[src/rtl/obdm01_pkg.sv]
`default_nettype none

package obdm01_pkg;

    // Field widths
    localparam int CAN_ID_W = 11;
    localparam int LEN_W    = 4;
    localparam int BYTE_W   = 8;
    localparam int Q16_W    = 33;

    // PID table
    localparam int PID_COUNT    = 28;
    localparam int TABLE_SIZE   = 28;
    localparam int SEARCH_COUNT = (PID_COUNT < TABLE_SIZE) ? PID_COUNT : TABLE_SIZE;
    localparam int IDX_W        = $clog2(TABLE_SIZE);

    // Configuration port
    localparam int CFG_IDX_W  = 1;
    localparam int CFG_DATA_W = 11;
    localparam logic [CFG_IDX_W-1:0] CFG_ID_LOW  = 1'd0;
    localparam logic [CFG_IDX_W-1:0] CFG_ID_HIGH = 1'd1;
    localparam logic [CAN_ID_W-1:0]  ID_LOW_RESET  = 11'h7E8;
    localparam logic [CAN_ID_W-1:0]  ID_HIGH_RESET = 11'h7EF;

    // Frame checks
    localparam logic [BYTE_W-1:0] MODE_RESP   = 8'h41;
    localparam logic [LEN_W-1:0]  MIN_LEN     = 4'd3;
    localparam logic [3:0]        PCI_TYPE_SF = 4'h0;
    localparam logic [3:0]        SF_LEN_MIN  = 4'd2;
    localparam logic [3:0]        SF_LEN_MAX  = 4'd7;

    // Queue between front and back
    localparam int QUEUE_DEPTH = 2;
    localparam int QPTR_W      = $clog2(QUEUE_DEPTH);
    localparam int QCNT_W      = $clog2(QUEUE_DEPTH + 1);

    // Datapath widths
    localparam int RAW_W  = 16;
    localparam int MUL_W  = 7;
    localparam int N_W    = RAW_W + MUL_W;
    localparam int X_W    = 32;
    localparam int SH_W   = 5;
    localparam int H_W    = 7;
    localparam int OFF_W  = 8;
    localparam int NEED_W = 2;
    localparam int D_W    = 8;
    localparam int DSEL_W = 3;

    // Odd divisor left after the power-of-two part is folded into the shift
    localparam logic [DSEL_W-1:0] DSEL_1   = 3'd0;
    localparam logic [DSEL_W-1:0] DSEL_5   = 3'd1;
    localparam logic [DSEL_W-1:0] DSEL_25  = 3'd2;
    localparam logic [DSEL_W-1:0] DSEL_125 = 3'd3;
    localparam logic [DSEL_W-1:0] DSEL_255 = 3'd4;

    typedef struct packed {
        logic [BYTE_W-1:0]       pid;
        logic [NEED_W-1:0]       need;
        logic                    wide;
        logic [MUL_W-1:0]        mul;
        logic [SH_W-1:0]         sh;
        logic [DSEL_W-1:0]       dsel;
        logic [H_W-1:0]          h;
        logic                    add257;
        logic signed [OFF_W-1:0] off;
    } t_rule;

    typedef struct packed {
        logic [BYTE_W-1:0] pid;
        logic [IDX_W-1:0]  idx;
        logic [BYTE_W-1:0] a;
        logic [BYTE_W-1:0] b;
    } t_qentry;

    // value = off*65536 + (add257 ? N*257 : 0) + floor(((N << sh) + h) / d), N = raw*mul
    function automatic t_rule mk_rule(
        input logic [BYTE_W-1:0]       pid,
        input logic [NEED_W-1:0]       need,
        input logic                    wide,
        input logic [MUL_W-1:0]        mul,
        input logic [SH_W-1:0]         sh,
        input logic [DSEL_W-1:0]       dsel,
        input logic [H_W-1:0]          h,
        input logic                    add257,
        input logic signed [OFF_W-1:0] off
    );
        t_rule r;
        r.pid    = pid;
        r.need   = need;
        r.wide   = wide;
        r.mul    = mul;
        r.sh     = sh;
        r.dsel   = dsel;
        r.h      = h;
        r.add257 = add257;
        r.off    = off;
        return r;
    endfunction

    function automatic t_rule get_rule(input logic [IDX_W-1:0] idx);
        t_rule r;
        case (idx)
            5'd0:  r = mk_rule(8'h04, 2'd1, 1'b0, 7'd100, 5'd0,  DSEL_255, 7'd127, 1'b1, 8'sd0);
            5'd1:  r = mk_rule(8'h05, 2'd1, 1'b0, 7'd1,   5'd16, DSEL_1,   7'd0,   1'b0, -8'sd40);
            5'd2:  r = mk_rule(8'h06, 2'd1, 1'b0, 7'd100, 5'd9,  DSEL_1,   7'd0,   1'b0, -8'sd100);
            5'd3:  r = mk_rule(8'h07, 2'd1, 1'b0, 7'd100, 5'd9,  DSEL_1,   7'd0,   1'b0, -8'sd100);
            5'd4:  r = mk_rule(8'h0A, 2'd1, 1'b0, 7'd3,   5'd16, DSEL_1,   7'd0,   1'b0, 8'sd0);
            5'd5:  r = mk_rule(8'h0B, 2'd1, 1'b0, 7'd1,   5'd16, DSEL_1,   7'd0,   1'b0, 8'sd0);
            5'd6:  r = mk_rule(8'h0C, 2'd2, 1'b1, 7'd1,   5'd14, DSEL_1,   7'd0,   1'b0, 8'sd0);
            5'd7:  r = mk_rule(8'h0D, 2'd1, 1'b0, 7'd1,   5'd16, DSEL_1,   7'd0,   1'b0, 8'sd0);
            5'd8:  r = mk_rule(8'h0E, 2'd1, 1'b0, 7'd1,   5'd15, DSEL_1,   7'd0,   1'b0, -8'sd64);
            5'd9:  r = mk_rule(8'h0F, 2'd1, 1'b0, 7'd1,   5'd16, DSEL_1,   7'd0,   1'b0, -8'sd40);
            5'd10: r = mk_rule(8'h10, 2'd2, 1'b1, 7'd1,   5'd14, DSEL_25,  7'd12,  1'b0, 8'sd0);
            5'd11: r = mk_rule(8'h11, 2'd1, 1'b0, 7'd100, 5'd0,  DSEL_255, 7'd127, 1'b1, 8'sd0);
            5'd12: r = mk_rule(8'h14, 2'd2, 1'b0, 7'd1,   5'd13, DSEL_25,  7'd12,  1'b0, 8'sd0);
            5'd13: r = mk_rule(8'h15, 2'd2, 1'b0, 7'd1,   5'd13, DSEL_25,  7'd12,  1'b0, 8'sd0);
            5'd14: r = mk_rule(8'h1F, 2'd2, 1'b1, 7'd1,   5'd16, DSEL_1,   7'd0,   1'b0, 8'sd0);
            5'd15: r = mk_rule(8'h21, 2'd2, 1'b1, 7'd1,   5'd16, DSEL_1,   7'd0,   1'b0, 8'sd0);
            5'd16: r = mk_rule(8'h2E, 2'd1, 1'b0, 7'd100, 5'd0,  DSEL_255, 7'd127, 1'b1, 8'sd0);
            5'd17: r = mk_rule(8'h2F, 2'd1, 1'b0, 7'd100, 5'd0,  DSEL_255, 7'd127, 1'b1, 8'sd0);
            5'd18: r = mk_rule(8'h33, 2'd1, 1'b0, 7'd1,   5'd16, DSEL_1,   7'd0,   1'b0, 8'sd0);
            5'd19: r = mk_rule(8'h42, 2'd2, 1'b1, 7'd1,   5'd13, DSEL_125, 7'd62,  1'b0, 8'sd0);
            5'd20: r = mk_rule(8'h43, 2'd2, 1'b1, 7'd100, 5'd0,  DSEL_255, 7'd127, 1'b1, 8'sd0);
            5'd21: r = mk_rule(8'h44, 2'd2, 1'b1, 7'd1,   5'd1,  DSEL_1,   7'd0,   1'b0, 8'sd0);
            5'd22: r = mk_rule(8'h45, 2'd1, 1'b0, 7'd100, 5'd0,  DSEL_255, 7'd127, 1'b1, 8'sd0);
            5'd23: r = mk_rule(8'h46, 2'd1, 1'b0, 7'd1,   5'd16, DSEL_1,   7'd0,   1'b0, -8'sd40);
            5'd24: r = mk_rule(8'h49, 2'd1, 1'b0, 7'd100, 5'd0,  DSEL_255, 7'd127, 1'b1, 8'sd0);
            5'd25: r = mk_rule(8'h4C, 2'd1, 1'b0, 7'd100, 5'd0,  DSEL_255, 7'd127, 1'b1, 8'sd0);
            5'd26: r = mk_rule(8'h5C, 2'd1, 1'b0, 7'd1,   5'd16, DSEL_1,   7'd0,   1'b0, -8'sd40);
            5'd27: r = mk_rule(8'h5E, 2'd2, 1'b1, 7'd1,   5'd14, DSEL_5,   7'd2,   1'b0, 8'sd0);
            default: r = mk_rule(8'h00, 2'd3, 1'b0, 7'd0, 5'd0, DSEL_1, 7'd0, 1'b0, 8'sd0);
        endcase
        return r;
    endfunction

    // floor(2^32 / d): with x < 2^32 the estimate is short by at most one
    function automatic logic [X_W-1:0] recip(input logic [DSEL_W-1:0] dsel);
        logic [X_W-1:0] m;
        case (dsel)
            DSEL_5:   m = 32'd858993459;
            DSEL_25:  m = 32'd171798691;
            DSEL_125: m = 32'd34359738;
            DSEL_255: m = 32'd16843009;
            default:  m = 32'd0;
        endcase
        return m;
    endfunction

    function automatic logic [D_W-1:0] divisor(input logic [DSEL_W-1:0] dsel);
        logic [D_W-1:0] d;
        case (dsel)
            DSEL_5:   d = 8'd5;
            DSEL_25:  d = 8'd25;
            DSEL_125: d = 8'd125;
            DSEL_255: d = 8'd255;
            default:  d = 8'd1;
        endcase
        return d;
    endfunction

endpackage

`default_nettype wire

[src/rtl/obdm01_frame_if.sv]
`default_nettype none

interface obdm01_frame_if;
    logic                                  valid;
    logic                                  ready;
    logic [obdm01_pkg::CAN_ID_W-1:0]       can_id;
    logic [obdm01_pkg::LEN_W-1:0]          frame_length;
    logic [obdm01_pkg::BYTE_W-1:0]         pci_byte;
    logic [obdm01_pkg::BYTE_W-1:0]         mode_byte;
    logic [obdm01_pkg::BYTE_W-1:0]         pid_byte;
    logic [obdm01_pkg::BYTE_W-1:0]         value_a;
    logic [obdm01_pkg::BYTE_W-1:0]         value_b;

    modport source (
        output valid, can_id, frame_length, pci_byte, mode_byte, pid_byte, value_a, value_b,
        input  ready
    );
    modport sink (
        input  valid, can_id, frame_length, pci_byte, mode_byte, pid_byte, value_a, value_b,
        output ready
    );
endinterface

`default_nettype wire

[src/rtl/obdm01_result_if.sv]
`default_nettype none

interface obdm01_result_if;
    logic                                 valid;
    logic                                 ready;
    logic [obdm01_pkg::BYTE_W-1:0]        pid;
    logic signed [obdm01_pkg::Q16_W-1:0]  value_q16;

    modport source (
        output valid, pid, value_q16,
        input  ready
    );
    modport sink (
        input  valid, pid, value_q16,
        output ready
    );
endinterface

`default_nettype wire

[src/rtl/obd_mode01_response_decoder_core.sv]
// OBD-II mode 01 response decoder, top level.
// A frame accepted into the queue passes through the scale stage, the quotient
// stage and the output register, each held while the stage after it is stalled.
// Throughput: one frame per cycle while the output is taken; the 32x32 reciprocal multiply sets the clock.
// Reset (synchronous, active low): window returns to 0x7E8..0x7EF, queue and pipeline empty.
`default_nettype none

module obd_mode01_response_decoder_core (
    input  wire logic                              i_clk,
    input  wire logic                              i_rst_n,
    input  wire logic                              i_cfg_we,
    input  wire logic [obdm01_pkg::CFG_IDX_W-1:0]  i_cfg_index,
    input  wire logic [obdm01_pkg::CFG_DATA_W-1:0] i_cfg_data,
    obdm01_frame_if.sink                           i_frame,
    obdm01_result_if.source                        o_result
);

    // Front: check header and window, look up the PID, keep only frames that decode.
    logic                push_valid;
    logic                push_ready;
    obdm01_pkg::t_qentry push_entry;

    // Back side of the queue
    logic                pop_valid;
    logic                pop;
    obdm01_pkg::t_qentry pop_entry;

    obdm01_front u_front (
        .i_clk        (i_clk),
        .i_rst_n      (i_rst_n),
        .i_cfg_we     (i_cfg_we),
        .i_cfg_index  (i_cfg_index),
        .i_cfg_data   (i_cfg_data),
        .i_frame      (i_frame),
        .o_push_valid (push_valid),
        .i_push_ready (push_ready),
        .o_push_entry (push_entry)
    );

    // Short queue: lets the front keep taking frames while the back is stalled
    // on the output. Rejected frames are dropped at the front and never enter.
    obdm01_queue u_queue (
        .i_clk        (i_clk),
        .i_rst_n      (i_rst_n),
        .i_push       (push_valid),
        .i_push_entry (push_entry),
        .o_not_full   (push_ready),
        .o_pop_valid  (pop_valid),
        .i_pop        (pop),
        .o_pop_entry  (pop_entry)
    );

    // Back: scale by the table's multiplier and shift, divide by the odd part of the
    // divisor through a reciprocal multiply with one-step correction, add the N*257
    // term where the rule asks and the offset, and hold the result in the output register until taken.
    obdm01_back u_back (
        .i_clk       (i_clk),
        .i_rst_n     (i_rst_n),
        .i_pop_valid (pop_valid),
        .i_pop_entry (pop_entry),
        .o_pop       (pop),
        .o_result    (o_result)
    );

endmodule

`default_nettype wire

[src/rtl/obdm01_front.sv]
`default_nettype none

module obdm01_front (
    input  wire logic                              i_clk,
    input  wire logic                              i_rst_n,
    input  wire logic                              i_cfg_we,
    input  wire logic [obdm01_pkg::CFG_IDX_W-1:0]  i_cfg_index,
    input  wire logic [obdm01_pkg::CFG_DATA_W-1:0] i_cfg_data,
    obdm01_frame_if.sink                           i_frame,
    output logic                                   o_push_valid,
    input  wire logic                              i_push_ready,
    output obdm01_pkg::t_qentry                    o_push_entry
);

    logic [obdm01_pkg::CAN_ID_W-1:0]   r_id_low;
    logic [obdm01_pkg::CAN_ID_W-1:0]   r_id_high;
    logic [obdm01_pkg::SEARCH_COUNT-1:0] hit;
    logic [obdm01_pkg::IDX_W-1:0]      hit_idx;
    logic                              hdr_ok;
    logic [3:0]                        sf_len;
    logic [3:0]                        avail;
    obdm01_pkg::t_rule                 rule;

    always_ff @(posedge i_clk) begin
        if (!i_rst_n) begin
            r_id_low  <= obdm01_pkg::ID_LOW_RESET;
            r_id_high <= obdm01_pkg::ID_HIGH_RESET;
        end else if (i_cfg_we) begin
            unique case (i_cfg_index)
                obdm01_pkg::CFG_ID_LOW:  r_id_low  <= i_cfg_data;
                obdm01_pkg::CFG_ID_HIGH: r_id_high <= i_cfg_data;
            endcase
        end
    end

    // Header checks
    always_comb begin
        sf_len = i_frame.pci_byte[3:0];
        avail  = sf_len - obdm01_pkg::SF_LEN_MIN;
        hdr_ok = (i_frame.can_id >= r_id_low) && (i_frame.can_id <= r_id_high)
              && (i_frame.frame_length >= obdm01_pkg::MIN_LEN)
              && (i_frame.pci_byte[7:4] == obdm01_pkg::PCI_TYPE_SF)
              && (sf_len >= obdm01_pkg::SF_LEN_MIN) && (sf_len <= obdm01_pkg::SF_LEN_MAX)
              && (i_frame.mode_byte == obdm01_pkg::MODE_RESP);
    end

    // Match the PID against every table entry at once; PIDs are unique
    always_comb begin
        hit_idx = '0;
        for (int k = 0; k < obdm01_pkg::SEARCH_COUNT; k++) begin
            hit[k] = (obdm01_pkg::get_rule(obdm01_pkg::IDX_W'(k)).pid == i_frame.pid_byte);
            hit_idx = hit_idx | (hit[k] ? obdm01_pkg::IDX_W'(k) : '0);
        end
        rule = obdm01_pkg::get_rule(hit_idx);
    end

    assign i_frame.ready = i_push_ready;

    always_comb begin
        o_push_valid = i_frame.valid && hdr_ok && (|hit)
                    && (avail >= {2'b00, rule.need});
        o_push_entry.pid = i_frame.pid_byte;
        o_push_entry.idx = hit_idx;
        o_push_entry.a   = i_frame.value_a;
        o_push_entry.b   = i_frame.value_b;
    end

endmodule

`default_nettype wire

[src/rtl/obdm01_queue.sv]
`default_nettype none

module obdm01_queue (
    input  wire logic                i_clk,
    input  wire logic                i_rst_n,
    input  wire logic                i_push,
    input  obdm01_pkg::t_qentry      i_push_entry,
    output logic                     o_not_full,
    output logic                     o_pop_valid,
    input  wire logic                i_pop,
    output obdm01_pkg::t_qentry      o_pop_entry
);

    localparam int DEPTH = obdm01_pkg::QUEUE_DEPTH;

    obdm01_pkg::t_qentry               r_mem [DEPTH];
    logic [obdm01_pkg::QPTR_W-1:0]     r_wr_ptr;
    logic [obdm01_pkg::QPTR_W-1:0]     r_rd_ptr;
    logic [obdm01_pkg::QCNT_W-1:0]     r_count;
    logic [obdm01_pkg::QCNT_W-1:0]     n_count;
    logic                              do_push;
    logic                              do_pop;

    assign o_not_full  = (r_count != obdm01_pkg::QCNT_W'(DEPTH));
    assign o_pop_valid = (r_count != '0);
    assign o_pop_entry = r_mem[r_rd_ptr];
    assign do_push     = i_push && o_not_full;
    assign do_pop      = i_pop && o_pop_valid;

    always_comb begin
        n_count = r_count;
        if (do_push && !do_pop) begin
            n_count = r_count + 1'b1;
        end else if (do_pop && !do_push) begin
            n_count = r_count - 1'b1;
        end
    end

    always_ff @(posedge i_clk) begin
        if (!i_rst_n) begin
            r_wr_ptr <= '0;
            r_rd_ptr <= '0;
            r_count  <= '0;
        end else begin
            r_count <= n_count;
            if (do_push) begin
                r_wr_ptr <= (r_wr_ptr == obdm01_pkg::QPTR_W'(DEPTH - 1)) ? '0 : r_wr_ptr + 1'b1;
            end
            if (do_pop) begin
                r_rd_ptr <= (r_rd_ptr == obdm01_pkg::QPTR_W'(DEPTH - 1)) ? '0 : r_rd_ptr + 1'b1;
            end
        end
    end

    always_ff @(posedge i_clk) begin
        if (do_push) begin
            r_mem[r_wr_ptr] <= i_push_entry;
        end
    end

    a_count_bound: assert property (@(posedge i_clk) disable iff (!i_rst_n)
        r_count <= obdm01_pkg::QCNT_W'(DEPTH))
        else $error("queue count beyond depth");

    a_no_overflow: assert property (@(posedge i_clk) disable iff (!i_rst_n)
        (!o_not_full && !do_pop) |=> (r_count == obdm01_pkg::QCNT_W'(DEPTH)))
        else $error("full queue changed without a pop");

    a_ptr_gap: assert property (@(posedge i_clk) disable iff (!i_rst_n)
        (r_count == '0 || r_count == obdm01_pkg::QCNT_W'(DEPTH)) |-> (r_wr_ptr == r_rd_ptr))
        else $error("queue pointers disagree with count");

endmodule

`default_nettype wire

[src/rtl/obdm01_back.sv]
`default_nettype none

module obdm01_back (
    input  wire logic           i_clk,
    input  wire logic           i_rst_n,
    input  wire logic           i_pop_valid,
    input  obdm01_pkg::t_qentry i_pop_entry,
    output logic                o_pop,
    obdm01_result_if.source     o_result
);

    obdm01_pkg::t_rule rule;
    logic [obdm01_pkg::RAW_W-1:0] raw;
    logic en1;
    logic en2;
    logic en3;

    // Stage 1: scale by the PID's multiplier
    logic                                r_v1;
    logic [obdm01_pkg::BYTE_W-1:0]       r_pid1;
    logic [obdm01_pkg::N_W-1:0]          r_n1;
    logic [obdm01_pkg::SH_W-1:0]         r_sh1;
    logic [obdm01_pkg::H_W-1:0]          r_h1;
    logic [obdm01_pkg::DSEL_W-1:0]       r_dsel1;
    logic                                r_add1;
    logic signed [obdm01_pkg::OFF_W-1:0] r_off1;

    // Stage 2: reciprocal estimate of the quotient
    logic                                r_v2;
    logic [obdm01_pkg::BYTE_W-1:0]       r_pid2;
    logic [obdm01_pkg::X_W-1:0]          r_x2;
    logic [obdm01_pkg::X_W-1:0]          r_q2;
    logic [obdm01_pkg::X_W-1:0]          r_base2;
    logic [obdm01_pkg::DSEL_W-1:0]       r_dsel2;
    logic signed [obdm01_pkg::OFF_W-1:0] r_off2;

    // Output register
    logic                                r_v3;
    logic [obdm01_pkg::BYTE_W-1:0]       r_pid3;
    logic signed [obdm01_pkg::Q16_W-1:0] r_val3;

    logic [obdm01_pkg::X_W-1:0]          x1;
    logic [2*obdm01_pkg::X_W-1:0]        prod2;
    logic [obdm01_pkg::X_W-1:0]          base1;
    logic [obdm01_pkg::X_W+obdm01_pkg::D_W-1:0] qd3;
    logic [obdm01_pkg::X_W-1:0]          rem3;
    logic [obdm01_pkg::X_W-1:0]          q3;
    logic [obdm01_pkg::D_W-1:0]          d3;

    assign en3   = !r_v3 || o_result.ready;
    assign en2   = !r_v2 || en3;
    assign en1   = !r_v1 || en2;
    assign o_pop = i_pop_valid && en1;

    always_comb begin
        rule = obdm01_pkg::get_rule(i_pop_entry.idx);
        raw  = rule.wide ? {i_pop_entry.a, i_pop_entry.b} : {8'h00, i_pop_entry.a};
    end

    always_ff @(posedge i_clk) begin
        if (en1) begin
            r_pid1  <= i_pop_entry.pid;
            r_n1    <= {7'b0, raw} * {16'b0, rule.mul};
            r_sh1   <= rule.sh;
            r_h1    <= rule.h;
            r_dsel1 <= rule.dsel;
            r_add1  <= rule.add257;
            r_off1  <= rule.off;
        end
    end

    // Shifted numerator with the rounding half added; N*257 for the 100/255 scale
    always_comb begin
        x1    = obdm01_pkg::X_W'({9'b0, r_n1} << r_sh1) + {25'b0, r_h1};
        base1 = r_add1 ? ({1'b0, r_n1, 8'b0} + {9'b0, r_n1}) : '0;
        prod2 = {32'b0, x1} * {32'b0, obdm01_pkg::recip(r_dsel1)};
    end

    always_ff @(posedge i_clk) begin
        if (en2) begin
            r_pid2  <= r_pid1;
            r_x2    <= x1;
            r_q2    <= prod2[2*obdm01_pkg::X_W-1:obdm01_pkg::X_W];
            r_base2 <= base1;
            r_dsel2 <= r_dsel1;
            r_off2  <= r_off1;
        end
    end

    // Correct the estimate by one where the remainder reaches d; d = 1 takes x
    always_comb begin
        d3   = obdm01_pkg::divisor(r_dsel2);
        qd3  = {8'b0, r_q2} * {32'b0, d3};
        rem3 = r_x2 - qd3[obdm01_pkg::X_W-1:0];
        if (r_dsel2 == obdm01_pkg::DSEL_1) begin
            q3 = r_x2;
        end else if (rem3 >= {24'b0, d3}) begin
            q3 = r_q2 + 1'b1;
        end else begin
            q3 = r_q2;
        end
    end

    always_ff @(posedge i_clk) begin
        if (en3) begin
            r_pid3 <= r_pid2;
            r_val3 <= $signed({1'b0, r_base2 + q3})
                    + $signed({{9{r_off2[obdm01_pkg::OFF_W-1]}}, r_off2, 16'b0});
        end
    end

    always_ff @(posedge i_clk) begin
        if (!i_rst_n) begin
            r_v1 <= 1'b0;
            r_v2 <= 1'b0;
            r_v3 <= 1'b0;
        end else begin
            if (en1) r_v1 <= i_pop_valid;
            if (en2) r_v2 <= r_v1;
            if (en3) r_v3 <= r_v2;
        end
    end

    assign o_result.valid     = r_v3;
    assign o_result.pid       = r_pid3;
    assign o_result.value_q16 = r_val3;

    a_no_pop_on_stall: assert property (@(posedge i_clk) disable iff (!i_rst_n)
        (r_v1 && r_v2 && r_v3 && !o_result.ready) |-> !o_pop)
        else $error("queue popped while pipeline is full and stalled");

    a_stage_advance: assert property (@(posedge i_clk) disable iff (!i_rst_n)
        (r_v2 && en3) |=> r_v3)
        else $error("item lost between stage 2 and output");

endmodule

`default_nettype wire
[src/flat_wrapper.sv]
// flat-port wrapper written by rule: the top's interface ports become plain ports
module obd_mode01_response_decoder_core_flat 
  (i_clk, i_rst_n, i_cfg_we, i_cfg_index, i_cfg_data, i_frame_valid, i_frame_can_id, i_frame_frame_length, i_frame_pci_byte, i_frame_mode_byte, i_frame_pid_byte, i_frame_value_a, i_frame_value_b, i_frame_ready, o_result_valid, o_result_pid, o_result_value_q16, o_result_ready);
  obdm01_frame_if i_frame_i ();
  obdm01_result_if o_result_i ();
  input  wire logic i_clk;
  input  wire logic i_rst_n;
  input  wire logic i_cfg_we;
  input  wire logic [obdm01_pkg::CFG_IDX_W-1:0] i_cfg_index;
  input  wire logic [obdm01_pkg::CFG_DATA_W-1:0] i_cfg_data;
  input wire logic [$bits(i_frame_i.valid)-1:0] i_frame_valid;
  input wire logic [$bits(i_frame_i.can_id)-1:0] i_frame_can_id;
  input wire logic [$bits(i_frame_i.frame_length)-1:0] i_frame_frame_length;
  input wire logic [$bits(i_frame_i.pci_byte)-1:0] i_frame_pci_byte;
  input wire logic [$bits(i_frame_i.mode_byte)-1:0] i_frame_mode_byte;
  input wire logic [$bits(i_frame_i.pid_byte)-1:0] i_frame_pid_byte;
  input wire logic [$bits(i_frame_i.value_a)-1:0] i_frame_value_a;
  input wire logic [$bits(i_frame_i.value_b)-1:0] i_frame_value_b;
  output wire logic [$bits(i_frame_i.ready)-1:0] i_frame_ready;
  output wire logic [$bits(o_result_i.valid)-1:0] o_result_valid;
  output wire logic [$bits(o_result_i.pid)-1:0] o_result_pid;
  output wire logic [$bits(o_result_i.value_q16)-1:0] o_result_value_q16;
  input wire logic [$bits(o_result_i.ready)-1:0] o_result_ready;
  assign i_frame_i.valid = i_frame_valid;
  assign i_frame_i.can_id = i_frame_can_id;
  assign i_frame_i.frame_length = i_frame_frame_length;
  assign i_frame_i.pci_byte = i_frame_pci_byte;
  assign i_frame_i.mode_byte = i_frame_mode_byte;
  assign i_frame_i.pid_byte = i_frame_pid_byte;
  assign i_frame_i.value_a = i_frame_value_a;
  assign i_frame_i.value_b = i_frame_value_b;
  assign i_frame_ready = i_frame_i.ready;
  assign o_result_valid = o_result_i.valid;
  assign o_result_pid = o_result_i.pid;
  assign o_result_value_q16 = o_result_i.value_q16;
  assign o_result_i.ready = o_result_ready;
  obd_mode01_response_decoder_core u_core (.i_clk(i_clk), .i_rst_n(i_rst_n), .i_cfg_we(i_cfg_we), .i_cfg_index(i_cfg_index), .i_cfg_data(i_cfg_data), .i_frame(i_frame_i), .o_result(o_result_i));
endmodule
[config.mk]
export PLATFORM = sky130hd
export DESIGN_NAME = obd_mode01_response_decoder_core_flat
export DESIGN_NICKNAME = d
export VERILOG_FILES = /design/src/rtl/obdm01_pkg.sv /design/src/rtl/obdm01_frame_if.sv /design/src/rtl/obdm01_result_if.sv /design/src/rtl/obd_mode01_response_decoder_core.sv /design/src/rtl/obdm01_front.sv /design/src/rtl/obdm01_queue.sv /design/src/rtl/obdm01_back.sv /design/src/flat_wrapper.sv
export SDC_FILE = /design/constraint.sdc
export NUM_CORES = 2
export LEC_CHECK = 0
export BUFFER_PORTS_ARGS = -buffer_cell sky130_fd_sc_hd__buf_4
export CAP_MARGIN = 30
export CORE_UTILIZATION = 50
export CTS_BUF_LIST = sky130_fd_sc_hd__clkbuf_4 sky130_fd_sc_hd__clkbuf_8 sky130_fd_sc_hd__clkbuf_16
export CTS_CLUSTER_DIAMETER = 30
export CTS_CLUSTER_SIZE = 25
export DETAILED_ROUTE_END_ITERATION = 6
export GPL_TIMING_DRIVEN = 0
export PLACE_DENSITY = 0.65
export SKIP_CTS_REPAIR_TIMING = 1
export SYNTH_ARGS = -nofsm -noshare
export SYNTH_HDL_FRONTEND = slang
export SYNTH_SLANG_ARGS = --single-unit
[constraint.sdc]
create_clock -name i_clk -period 11.1 [get_ports i_clk]
set_clock_uncertainty 0.1 [all_clocks]
set_input_delay 0 -clock i_clk [delete_from_list [all_inputs] [get_ports i_clk]]
set_output_delay 0 -clock i_clk [all_outputs]
set_load 0.02 [all_outputs]
==> impl_results.md <==
- Status: complete, but fails checks
- Failing checks: setup timing
- Top cell type's share of synthesized area: 33.0%
- Routed len/inst: 22.2 um
- First-pass DRT Iterations: 7
- Final min period: 12.23 ns
- Synth Area in Adders: 49.2%
- Die height: 320 um
- Fin nets: 7130
- FILL cells: 8739
- ANT cells: 0
- # Max-Cap Violations: 0
- Post-synth cell types: 92
- # setup viols final: 31
- Final std cells w/o fill: 6916
- Yosys Warn Count: 0
- Hpwl dp: 132000 um
- Deepest clock path buffer count: 3
- Final hold vios: 0
- GP Congestion: 1.03
- Largest family of logic cells by synthesized area: adder cells
- Layout Utilization: 58.7%
- Setup CP Type: reg2reg
- Critical path capture point type: register
- Maximum clock frequency: 81.8 MHz
- RSZ-0062 raised after global routing: yes
- Num Clock Sinks: 286
- GRT Residual Overflow: 0
- Post-Synth Simple-Gate Area: 10.3%
- Synth top cells by count: inv_1, fa_1, ha_1, nor2_1, nand2_1
- Hold WC Path Type: in2reg
- R2R depth: 50
- XOR/XNOR share of the synthesized area: 3.54%
- Slowest CP cell: fa_1
- I/O pin count: 115
- Residual DRC count: 0
- Post-route clock period utilization: 110%
- Multiplexer area fraction after synthesis: 2.50%
- Via density: 5.47
- Biggest area consumer among synthesized cells: fa_1
- Max incr delay on CP: 0.56 ns
- Mapped cell area: 50500 sq um
- Die ar.: 102000 sq um
- CTS tree: yes
- Final ANT Viol Nets: 0
- Root buf cell: clkbuf_16
- Via count: 37813
- Mean Syn Cell Area: 9.73 sq um
- Async set-reset flop share out of synthesis: 0%
- Post-Layout Inst Area: 58800 sq um
- # placed instances: 6623
- Placement Cell Area: 53300 sq um
- CP dominant cell by count: fa_1
- CP Max Fanout: 6
- Setup TNS: -17.03 ns
- Data required, critical path: 11.35 ns
- Clock-pin slew on the worst setup and hold paths: 0.06 ns
- Register area share after synthesis: 16.4%
- Num CTS Buffers: 56
- Worst Setup Start Kind: register
- Clk_lat worst skew: 0.61 ns
- Synth Area in Compound Gates: 7.74%
- Drt total wl: 154000 um
- Area growth, synth to finish: 16.3%
- Die width: 320 um
- GR Util All Layers: 29.6%
- Most frequent cell after synthesis: inv_1
- CTS H-tree lvls: 2
- Yosys reg bits: 286
- Worst EP arrival: 12.47 ns
- Vias in the first global route: 37844
- Max-slew headroom: 26.7%
- Rows: 116
- Largest net degree at the start of global routing: 74
- Pins Over Slew Limit: 0
- Post-synth EDFFs: 256
- First DRT Iteration DRCs: 2669
- Initial core utilization: 50.5%
- Top cells by area, synth: fa_1, ha_1, edfxtp_1, inv_1, nor2_1
- Port bufs: 114
- First-pass GRT wire length: 228000 um
- Fin worst setup slack: -1.13 ns
- Initial antenna violation count: 8
- Worst slew pin tran: 1.10 ns
- Main synth FF type: edfxtp_1
- Hold Crit Depth: 2
- Placeable Area: 100000 sq um
- Syn Inst Count: 5193
- Share of post-route cells with drive strength above 1: 13.9%
## cell usage in the layout (no fill, tap or decap), types with 116 or more instances in the layout
master / count
inv_1: 1230
fa_1: 814
ha_1: 629
nand2_1: 330
nor2_1: 327
edfxtp_1: 256
buf_4: 242
a21oi_1: 161
o21ai_0: 125
xnor2_1: 116
## state kept, by name (all words and copies together), names as in the netlist, 5 cells and up, named ones only
signal / count
u_core.u_queue.r_mem: 58
u_core.u_back.o_result.value_q16: 33
u_core.u_back.r_base2: 32
u_core.u_back.r_q2: 32
u_core.u_back.r_x2: 32
u_core.u_back.r_n1: 23
u_core.u_front.r_id_high: 11
u_core.u_front.r_id_low: 11
u_core.u_back.o_result.pid: 8
u_core.u_back.r_pid1: 8
u_core.u_back.r_pid2: 8
u_core.u_back.r_sh1: 5
## final cells by class
type	count	area, sq um	share of cell area [%]
Sequential cell	286	8290	14.1
Multi-Input combinational cell	3537	38800	66.1
Inverter	1274	4850	8.25
Clock inverter	45	523	0.890
Timing Repair Buffer	318	2670	4.54
Buffer	98	549	0.934
Tap cell	1298	1620	2.76
Clock buffer	60	1430	2.44
## metal layers
layer	global-route usage, %	vias to the layer above	part of all wire (%)
met4	8.54	2	3.2
met5	0	-	0.0085
met2	47.8	1445	47
met3	4.72	265	7.4
met1	41.1	18804	43
li1	-	17297	-
## worst paths after layout
check                               start                          end  slack (ns)
setup / recovery   u_core.u_back.r_sh1[3]       u_core.u_back.r_q2[31]       -1.13
hold / removal         i_frame_value_a[7]  u_core.u_queue.r_mem[1][15]        0.03
setup reg to reg   u_core.u_back.r_sh1[3]       u_core.u_back.r_q2[31]       -1.13
hold reg to reg   u_core.u_back.r_off1[2]      u_core.u_back.r_off2[2]        0.31
## worst max-delay path: cells and delay by family (launching register included)
family                     cells  cell delay (ns)
and+or+nand+nor               11             2.26
xor gates and xnor gates       1             0.31
AOI/OAI and AO/OA             14             2.54
muxes                          1             0.22
buffers and inverters         12             1.37
DFF                            1             0.39
adders and majority gates     11             4.74
## stage by stage
step	setup slack, ns	hold slack, ns
after floorplan	0.00527	-0.00113
after global placement	-3.38	0.0876
after global routing	-1.40	0.0156
final	-1.13	0.0308
after detailed placement	-3.39	0.0898
after CTS	-3.44	-0.543
## cells by family (layout without fill, tap and decap cells)
kind of cell,count (synthesis),count (layout)
mux,91,91
simple gates,1128,1128
flops,286,286
other cells,1,8
compound gates,624,624
buf+inv,1378,1795
fa+ha+maj,1488,1488
xor+xnor,197,198
Power is left out: the tool's default activity adds up to more than one toggle a clock period on the data nets, which glitch-free logic cannot reach.
